<file path="config.mk">
export PLATFORM = sky130hd
export DESIGN_NAME = sound_control_with_dual_fifo
export DESIGN_NICKNAME = d
export VERILOG_FILES = /design/src/sndfifo_pkg.sv /design/src/sndfifo_ram.sv /design/src/sound_control_with_dual_fifo.sv
export SDC_FILE = /design/constraint.sdc
export NUM_CORES = 1
export LEC_CHECK = 0
export BUFFER_PORTS_ARGS = -buffer_cell sky130_fd_sc_hd__buf_4
export CAP_MARGIN = 20
export CORE_MARGIN = 4
export CORE_UTILIZATION = 50
export CTS_CLUSTER_DIAMETER = 100
export DETAILED_ROUTE_END_ITERATION = 8
export GPL_ROUTABILITY_DRIVEN = 0
export GPL_TIMING_DRIVEN = 0
export PLACE_DENSITY_LB_ADDON = 0.15
export REMOVE_ABC_BUFFERS = 1
export SETUP_SLACK_MARGIN = 0.3
export SLEW_MARGIN = 15
export SYNTH_ARGS = -nofsm -noshare
export SYNTH_HDL_FRONTEND = slang
export SYNTH_SLANG_ARGS = --single-unit
export TNS_END_PERCENT = 5
</file>
<file path="constraint.sdc">
create_clock -name aclk -period 3.3 [get_ports aclk]
set_input_delay 0.33 -clock aclk [delete_from_list [all_inputs] [get_ports aclk]]
set_output_delay 0.33 -clock aclk [all_outputs]
set_load 0.01 [all_outputs]
</file>
<file path="src/sndfifo_pkg.sv">
// ----------------------------------------------------------------------------
// sndfifo_pkg
// Shared constants for the sound control block with two sample FIFOs.
// ----------------------------------------------------------------------------
`default_nettype none

package sndfifo_pkg;

    localparam int DATA_W             = 8;
    localparam int DEFAULT_FIFO_DEPTH = 32;

    localparam logic [1:0] OP_CTRL_WR  = 2'd0;
    localparam logic [1:0] OP_CTRL_RD  = 2'd1;
    localparam logic [1:0] OP_FIFO_PUSH = 2'd2;
    localparam logic [1:0] OP_FIFO_POP  = 2'd3;

    localparam logic CTRL_BYTE0 = 1'b0;
    localparam logic CTRL_BYTE1 = 1'b1;

endpackage

`default_nettype wire

</file>
<file path="src/sndfifo_ram.sv">
// ----------------------------------------------------------------------------
// sndfifo_ram
// Generic simple dual-port RAM: one write port, one registered read port.
// ----------------------------------------------------------------------------
`default_nettype none

module sndfifo_ram #(
    parameter int WIDTH = 8,
    parameter int DEPTH = 64
) (
    input  wire logic                     aclk,
    input  wire logic                     we,
    input  wire logic [$clog2(DEPTH)-1:0] waddr,
    input  wire logic [WIDTH-1:0]         wdata,
    input  wire logic                     re,
    input  wire logic [$clog2(DEPTH)-1:0] raddr,
    output logic      [WIDTH-1:0]         rdata
);

    logic [WIDTH-1:0] mem [DEPTH];

    always_ff @(posedge aclk) begin
        if (we) begin
            mem[waddr] <= wdata;
        end
        if (re) begin
            rdata <= mem[raddr];
        end
    end

endmodule

`default_nettype wire

</file>
<file path="src/sound_control_with_dual_fifo.sv">
// ----------------------------------------------------------------------------
// sound_control_with_dual_fifo
// Two-byte sound control register with two sample FIFOs kept in one RAM.
//
//   channel | ports                                   | direction
//   --------+-----------------------------------------+----------
//   input   | s_valid s_ready s_op s_target s_data    | in
//   result  | m_valid m_ready m_read_data m_level_a/b | out
//
// A pop from a non-empty FIFO waits in ST_READ for the registered read
// port of the sample RAM; other transactions register their result
// directly. Reset clears the control bits and the FIFO pointers and
// counts; the RAM itself is not cleared. A new transaction is taken in
// ST_IDLE while the result register is empty or drained in the same cycle.
// ----------------------------------------------------------------------------
`default_nettype none

module sound_control_with_dual_fifo #(
    parameter int FIFO_DEPTH = sndfifo_pkg::DEFAULT_FIFO_DEPTH
) (
    input  wire logic                                  aclk,
    input  wire logic                                  aresetn,
    input  wire logic                                  s_valid,
    output logic                                       s_ready,
    input  wire logic [1:0]                            s_op,
    input  wire logic                                  s_target,
    input  wire logic [sndfifo_pkg::DATA_W-1:0]        s_data,
    output logic                                       m_valid,
    input  wire logic                                  m_ready,
    output logic      [sndfifo_pkg::DATA_W-1:0]        m_read_data,
    output logic      [$clog2(FIFO_DEPTH+1)-1:0]       m_level_a,
    output logic      [$clog2(FIFO_DEPTH+1)-1:0]       m_level_b
);

    localparam int PTR_W     = $clog2(FIFO_DEPTH);
    localparam int CNT_W     = $clog2(FIFO_DEPTH + 1);
    localparam int ADDR_W    = PTR_W + 1;
    localparam int RAM_DEPTH = 2 * (2 ** PTR_W);
    localparam int DW        = sndfifo_pkg::DATA_W;

    localparam logic ST_IDLE = 1'b0;
    localparam logic ST_READ = 1'b1;

    typedef logic [PTR_W-1:0] ptr_t;
    typedef logic [CNT_W-1:0] cnt_t;

    function automatic ptr_t advance(input ptr_t p);
        return (p == PTR_W'(FIFO_DEPTH - 1)) ? '0 : p + 1'b1;
    endfunction

    logic          state_reg, state_next;
    logic [1:0]    psg_vol_reg, psg_vol_next;
    logic [1:0]    dma_vol_reg, dma_vol_next;
    logic [2:0]    chan_a_reg, chan_a_next;
    logic [2:0]    chan_b_reg, chan_b_next;
    ptr_t          head_reg [2];
    ptr_t          head_next [2];
    ptr_t          tail_reg [2];
    ptr_t          tail_next [2];
    cnt_t          count_reg [2];
    cnt_t          count_next [2];
    logic          m_valid_reg, m_valid_next;
    logic [DW-1:0] m_read_data_reg, m_read_data_next;
    cnt_t          m_level_a_reg, m_level_a_next;
    cnt_t          m_level_b_reg, m_level_b_next;

    logic              accept;
    logic              ram_we;
    logic [ADDR_W-1:0] ram_waddr;
    logic              ram_re;
    logic [ADDR_W-1:0] ram_raddr;
    logic [DW-1:0]     ram_rdata;
    logic [DW-1:0]     rd_value;
    logic              pop_wait;

    assign s_ready     = (state_reg == ST_IDLE) && (!m_valid_reg || m_ready);
    assign accept      = s_valid && s_ready;
    assign m_valid     = m_valid_reg;
    assign m_read_data = m_read_data_reg;
    assign m_level_a   = m_level_a_reg;
    assign m_level_b   = m_level_b_reg;

    always_comb begin
        state_next       = state_reg;
        psg_vol_next     = psg_vol_reg;
        dma_vol_next     = dma_vol_reg;
        chan_a_next      = chan_a_reg;
        chan_b_next      = chan_b_reg;
        head_next        = head_reg;
        tail_next        = tail_reg;
        count_next       = count_reg;
        m_valid_next     = m_valid_reg && !m_ready;
        m_read_data_next = m_read_data_reg;
        m_level_a_next   = m_level_a_reg;
        m_level_b_next   = m_level_b_reg;
        ram_we           = 1'b0;
        ram_waddr        = {s_target, tail_reg[s_target]};
        ram_re           = 1'b0;
        ram_raddr        = {s_target, head_reg[s_target]};
        rd_value         = '0;
        pop_wait         = 1'b0;

        if (accept) begin
            unique case (s_op)
                sndfifo_pkg::OP_CTRL_WR: begin
                    if (s_target == sndfifo_pkg::CTRL_BYTE0) begin
                        psg_vol_next = s_data[1:0];
                        dma_vol_next = s_data[3:2];
                    end else begin
                        chan_a_next = s_data[2:0];
                        chan_b_next = s_data[6:4];
                        if (s_data[3]) begin
                            head_next[0]  = '0;
                            tail_next[0]  = '0;
                            count_next[0] = '0;
                        end
                        if (s_data[7]) begin
                            head_next[1]  = '0;
                            tail_next[1]  = '0;
                            count_next[1] = '0;
                        end
                    end
                end
                sndfifo_pkg::OP_CTRL_RD: begin
                    if (s_target == sndfifo_pkg::CTRL_BYTE0) begin
                        rd_value = {4'b0000, dma_vol_reg, psg_vol_reg};
                    end else begin
                        rd_value = {1'b0, chan_b_reg, 1'b0, chan_a_reg};
                    end
                end
                sndfifo_pkg::OP_FIFO_PUSH: begin
                    if (count_reg[s_target] != CNT_W'(FIFO_DEPTH)) begin
                        ram_we                = 1'b1;
                        tail_next[s_target]   = advance(tail_reg[s_target]);
                        count_next[s_target]  = count_reg[s_target] + 1'b1;
                    end
                end
                sndfifo_pkg::OP_FIFO_POP: begin
                    if (count_reg[s_target] != '0) begin
                        ram_re                = 1'b1;
                        pop_wait              = 1'b1;
                        head_next[s_target]   = advance(head_reg[s_target]);
                        count_next[s_target]  = count_reg[s_target] - 1'b1;
                    end
                end
                default: begin
                end
            endcase

            m_level_a_next   = count_next[0];
            m_level_b_next   = count_next[1];
            m_read_data_next = rd_value;
            m_valid_next     = !pop_wait;
            state_next       = pop_wait ? ST_READ : ST_IDLE;
        end else if (state_reg == ST_READ) begin
            m_read_data_next = ram_rdata;
            m_valid_next     = 1'b1;
            state_next       = ST_IDLE;
        end
    end

    always_ff @(posedge aclk) begin
        if (!aresetn) begin
            state_reg   <= ST_IDLE;
            psg_vol_reg <= '0;
            dma_vol_reg <= '0;
            chan_a_reg  <= '0;
            chan_b_reg  <= '0;
            head_reg    <= '{default: '0};
            tail_reg    <= '{default: '0};
            count_reg   <= '{default: '0};
            m_valid_reg <= 1'b0;
        end else begin
            state_reg   <= state_next;
            psg_vol_reg <= psg_vol_next;
            dma_vol_reg <= dma_vol_next;
            chan_a_reg  <= chan_a_next;
            chan_b_reg  <= chan_b_next;
            head_reg    <= head_next;
            tail_reg    <= tail_next;
            count_reg   <= count_next;
            m_valid_reg <= m_valid_next;
        end
    end

    always_ff @(posedge aclk) begin
        m_read_data_reg <= m_read_data_next;
        m_level_a_reg   <= m_level_a_next;
        m_level_b_reg   <= m_level_b_next;
    end

    sndfifo_ram #(
        .WIDTH (DW),
        .DEPTH (RAM_DEPTH)
    ) u_sample_ram (
        .aclk  (aclk),
        .we    (ram_we),
        .waddr (ram_waddr),
        .wdata (s_data),
        .re    (ram_re),
        .raddr (ram_raddr),
        .rdata (ram_rdata)
    );

endmodule

`default_nettype wire

</file>
==> run metrics, run 1 <==
clock latency on the worst-skew pair=~0.63 ns; post-route setup TNS=-0.0978 ns; post-layout util=0.565; Worst Path Max Fanout=approximately 120; Post-Syn Instances=2392; Post-synth EDFFs=540; I/O pin count=37; DRT Pass-1 Iters=5; Critical Path Source=s_target; metal3 WL=8460 um; # rows=86; Req. time, crit path=roughly 3.6 ns; DRT iter0 DRCs=2683; R2R setup slack=roughly 0.03 ns; reg-to-reg startpoint=count_reg[1]; WP data arrival=between 3 and 4 ns; Die Y=approximately 240 um; initial antenna violation count=0; non-filler cells, final=3130; Avg Cell Area, Syn=about 12 um2; CTS buffer count=~60; Port Buf Inserts=36; Place WS=-0.853 ns; Worst Tran Pin Value=~1.1 ns; Async SR Flop Fraction=0; # H-tree levels=2; cell with the most instances after synthesis=edfxtp_1; Max Root-Sink Buffers=3; crit path cell chain=buf_8 > buf_16 > mux2i_1 > ha_1 > o2111ai_4 > and2_1 > nand4b_1 > nor2_1; Detail Placement HPWL=around 46000 um; ANT cells=0; routed vias=approximately 21000; Synth top area share=0.581; Max Used Layer=met4; vias in the first global route=20100; Top FF cell, synth=edfxtp_1; most instantiated cells after synthesis=540 x edfxtp_1, 424 x a21oi_1, 206 x a211oi_1; vias per cell=slightly below 7; Synth cell types=76; Die X=between 200 and 250 um; Ys Warns=0; ANT nets after route=0; clock root cell=clkbuf_16; crit path to=u_sample_ram.mem[15][0]; Tot GR Track Use=0.267; met1 WL=around 35000 um; CTS Sinks=roughly 580; biggest area consumer among synthesized cells=edfxtp_1; RSZ-0062 raised after global routing=yes; nets=between 2000 and 2500; relative slew slack=0.237; hold path cells=4; Worst setup EP type=register; min cycle time layout=~3.3 ns; Placed Instances=roughly 3000; Peak Freq=0.302 GHz; core box area=0.0552 mm2; pwr dens=approximately 490 mW/mm2; violations in the final reports=setup timing; skew final=between 0.015 and 0.02 ns; WS Path Type=primary input to register; status=complete, but fails checks; VDD IR max=around 0.46 mV; max incr delay on CP=around 0.94 ns; fraction of layout cells with a size suffix above 1=0.117; synthesized area=~0.028 mm2; Tcrit/Tclk final=1.00; leakage power=0.00962 uW; Final Hold Violating Endpoints=0; Critical R2R Capture=u_sample_ram.mem[15][0]; gr ovfl total=0; HP Class=primary input to register; largest net degree at the start of global routing=143; Setup violations, final=8; max-cap viol count=0; P&R area growth vs syn=11.8%; Yosys reg bits=between 500 and 600; metal2 WL=39200 um; final max-slew violation count=0; total routed wirelength=approximately 85000 um; die area=0.0596 mm2; R2R depth=6; DRC Markers=0; first-pass GRT wire length=between 100000 and 150000 um; clock-pin slew on the worst setup and hold paths=roughly 0.06 ns; CTS tree=yes; routed length per instance=roughly 27 um; top cells by area, synth=edfxtp_1 58%, a21oi_1 7.6%, a211oi_1 5.5%, dfxtp_1 3.2%, buf_2 1.8%; Critical Path Slowest Stage Cell=nor2_1; Initial Utilization=0.505; register area share after synthesis=0.613; CP startpoint kind=primary input; max FFs per register=512; setup ws final=-0.0156 ns
[power by group]
group | switching [uW] | internal, uW
clock network | 2820 | 3430
logic | 558 | 233
registers | 23.8 | 8120
[layout make-up]
type / count / area, um2
Timing Repair inverter: 1 / 8.76
Timing Repair Buffer: 85 / 1080
Fill cell: 4508 / 24000
Clock inverter: 26 / 124
Sequential cell: 584 / 17100
Multi-Input combinational cell: 1552 / 10000
Clock buffer: 84 / 1630
Inverter: 50 / 270
Tap cell: 748 / 936
[per-stage QoR]
step           total power [uW]  hold slack [ns]  instance area [um2]
2_1_floorplan              8650            0.429                26900
3_3_place_gp               9010            0.438                28200
3_5_place_dp               9050            0.452                28700
4_1_cts                   15200           0.0918                30700
5_1_grt                   15600            0.168                31200
6_report                  15200            0.157                31200
[what timing repair did]
| action | in CTS | in global routing |
|---|---|---|
| hold buffers | 2 | 0 |
| hold endpoints to repair | 4 | 0 |
| resized for setup | 53 | 49 |
| gates cloned | 0 | 6 |
| pin swaps | 3 | 5 |
| endpoints found under the setup margin | 538 | 477 |
| buffers inserted | 2 | 20 |
[critical path, delay by kind of cell]
kind / cells / cell delay, ns
and+or+nand+nor: 3 / 1.81
buffers and inverters: 2 / 0.56
adders and majority gates: 1 / 0.33
muxes: 1 / 0.23
AOI/OAI and AO/OA: 1 / 0.12
[layer usage]
layer | global-route usage | up-vias
li1 | - | 9420
met1 | 0.383 | 10600
met2 | 0.416 | 1191
met3 | 0.0484 | 169
met4 | 0.0915 | 0
met5 | 0 | -
[cells by family (layout without fill, tap and decap cells)]
family	Yosys count	in the layout	synth area share
multiplexers	50	50	0.0215
XOR/XNOR	10	10	0.00314
flip-flops	584	584	0.613
adder cells (fa/ha/maj)	7	7	0.00314
buffers and inverters	256	246	0.0408
AO/OA/AOI/OAI	1043	1043	0.240
AND/OR/NAND/NOR	442	442	0.0783
[layout by cell type (no fill, tap or decap), drive strengths merged, types with 34 or more instances in the layout]
master	instances
a21oi	427
o21ai	92
dfxtp	44
mux2i	41
o22ai	60
buf	79
nor4	49
nor2	126
nand2	104
a211o	34
a211oi	207
clkbuf	88
edfxtp	540
inv	52
o211ai	50
[worst min path at each step]
stage,start,end,slack (ns)
global placement,tail_reg[6],tail_reg[6],0.44
global route,s_valid,state_reg,0.17
finish,m_ready,m_valid,0.16
floorplan,s_data[0],u_sample_ram.mem[0][0],0.43
detailed placement,tail_reg[6],tail_reg[6],0.45
CTS,m_ready,m_valid,0.09
Note: power is estimated with default switching activity, not from simulation.
==> run 2, diff against run 1 <==
- clock period: 3.3 -> 4 ns (I/O delays scaled with it)
==> run 2 against run 1 <==
Against the previous run: the run now ends clean; critical path depth grew 1; first-iteration DRC count shrank 12%; worst hold slack lost 0.12 ns; combinational power shrank 20%; non-clock buffer count shrank 28; worst setup slack gained 0.14 ns; global-route usage shrank 0.081 points; clock power shrank 17%; clock skew grew 0.00050 ns; total power shrank 18%; largest power group unchanged.
==> run metrics, run 2 (synthesis gave the netlist of run 1 again) <==
status=finished, final reports clean; skew final=roughly 0.020 ns; CTS Sinks=between 500 and 600; WS Path Type=register to register; Die X=244 um; Die Y=244 um; clock-pin slew on the worst setup and hold paths=approximately 0.06 ns; routed vias=around 21000; pwr dens=between 400 and 500 mW/mm2; vias in the first global route=20000; CP startpoint kind=register; final max-slew violation count=0; # rows=86; first-pass GRT wire length=between 100000 and 150000 um; most frequent cells in the layout=540 x edfxtp_1, 423 x a21oi_1, 206 x a211oi_1; Final Hold Violating Endpoints=0; Int Pwr=about 9700 uW; largest net degree at the start of global routing=between 100 and 150; Port Buf Inserts=36; most common cell after layout, fill and taps aside=edfxtp_1; WP data arrival=4.26 ns; ANT cells=0; Max Root-Sink Buffers=3; cts hold-fix bufs=0; nets=between 2000 and 2500; fraction of layout cells with a size suffix above 1=0.0909; DRT iter0 DRCs=between 2000 and 2500; Tcrit/Tclk final=0.968; switching portion of total power=0.223; sw power=2790 uW; CTS tree=yes; clock latency on the worst-skew pair=roughly 0.64 ns; max-cap viol count=0; Worst setup EP type=register; Initial Utilization=0.505; # fillers=4574; clock root cell=clkbuf_16; min cycle time layout=approximately 3.9 ns; DRC Markers=0; core box area=approximately 0.055 mm2; VDD IR max=0.384 mV; register area=~0.017 mm2; Detail Placement HPWL=around 46000 um; max FFs per register=roughly 510; Placed Instances=roughly 3000; routed length per instance=around 26 um; gr ovfl total=0; Worst Path Max Fanout=62; combinational power share=0.050; Flop pwr share=0.538; die area=slightly below 0.06 mm2; Worst Tran Pin Value=~1.1 ns; Peak Freq=about 0.26 GHz; leakage power=0.00938 uW; Req. time, crit path=between 4 and 5 ns; initial antenna violation count=0; vias per cell=6.77; HP Class=primary input to register; post-route setup TNS=0 ns; Setup violations, final=0; # H-tree levels=2; total routed wirelength=~82000 um; DRT Pass-1 Iters=6; CTS buffer count=61; area of the multi-input gates=about 0.0098 mm2; ANT nets after route=0; relative slew slack=0.242; RSZ-0062 raised after global routing=yes; clock group share of total power=0.412; non-filler cells, final=3101; P&R area growth vs syn=9.51%; I/O pin count=37; Tot GR Track Use=0.267
## run 2: cell types whose count changed in the layout (fill, tap and decap cells not counted), sizes merged
cell / previous run / this run
buf: 79 / 57
clkbuf: 88 / 84
bufinv: 1 / 0
dlygate4sd3: 2 / 0
## run 2: stage by stage
stage               hold slack, ns  cell area, um2  utilization  setup WS (ns)  power (uW)
floorplan                    0.431           26900            -          -1.81        7130
global placement             0.438           28200        0.510          -8.94        7430
detailed placement           0.452           28700        0.520         -0.223        7460
CTS                        0.00423           30500        0.553          0.188       12500
global route                0.0259           30600        0.553         0.0491       12900
finish                      0.0417           30600        0.553          0.129       12500
## run 2: repair_timing
item / 4_1_cts / 5_1_grt
resized for setup: 15 / 14
setup endpoints to repair: 283 / 519
buffers inserted: 0 / 1
pin swaps: 0 / 1
## run 2: power groups by stage
stage,registers (uW),clock network [uW],logic [uW]
6_report,6720,5150,630
3_3_place_gp,6850,0,586
2_1_floorplan,6850,0,282
5_1_grt,6720,5490,680
3_5_place_dp,6850,0,619
4_1_cts,6720,5210,621
## run 2: final cells by class
cell class,count,share of cell area
inverters,50,0.00741
multi-input cells,1552,0.320
well taps,748,0.0306
repair buffers,57,0.0243
clock inverters,26,0.00405
clock buffers,84,0.0534
flip-flops and latches,584,0.560
## run 2: per-layer routing
layer / share of wire / vias up / track usage / wire length (um)
met2: 0.46 / 1053 / 0.418 / 38100
met4: 0.030 / 0 / 0.0864 / 2470
met5: 0 / - / 0 / 0
li1: - / 9347 / - / -
met1: 0.41 / 10400 / 0.380 / 33900
met3: 0.091 / 143 / 0.0482 / 7440
## run 2: worst paths after layout
check	from	to	slack, ns	cells after the start
setup / recovery	head_reg[5]	u_sample_ram.rdata[2]	0.13	9
hold / removal	s_valid	m_valid	0.04	3
setup reg to reg	head_reg[5]	u_sample_ram.rdata[2]	0.13	9
hold reg to reg	tail_reg[6]	tail_reg[6]	0.46	2
## run 2: critical path: stages (launching register included)
cell and delay (ns):
dfxtp_2 0.79, buf_12 0.28, mux2i_4 0.25, inv_6 0.52, buf_16 0.38, a41oi_1 0.08, or4_1 0.58, o21ai_0 0.20
a211oi_1 0.14, nor4_1 0.35
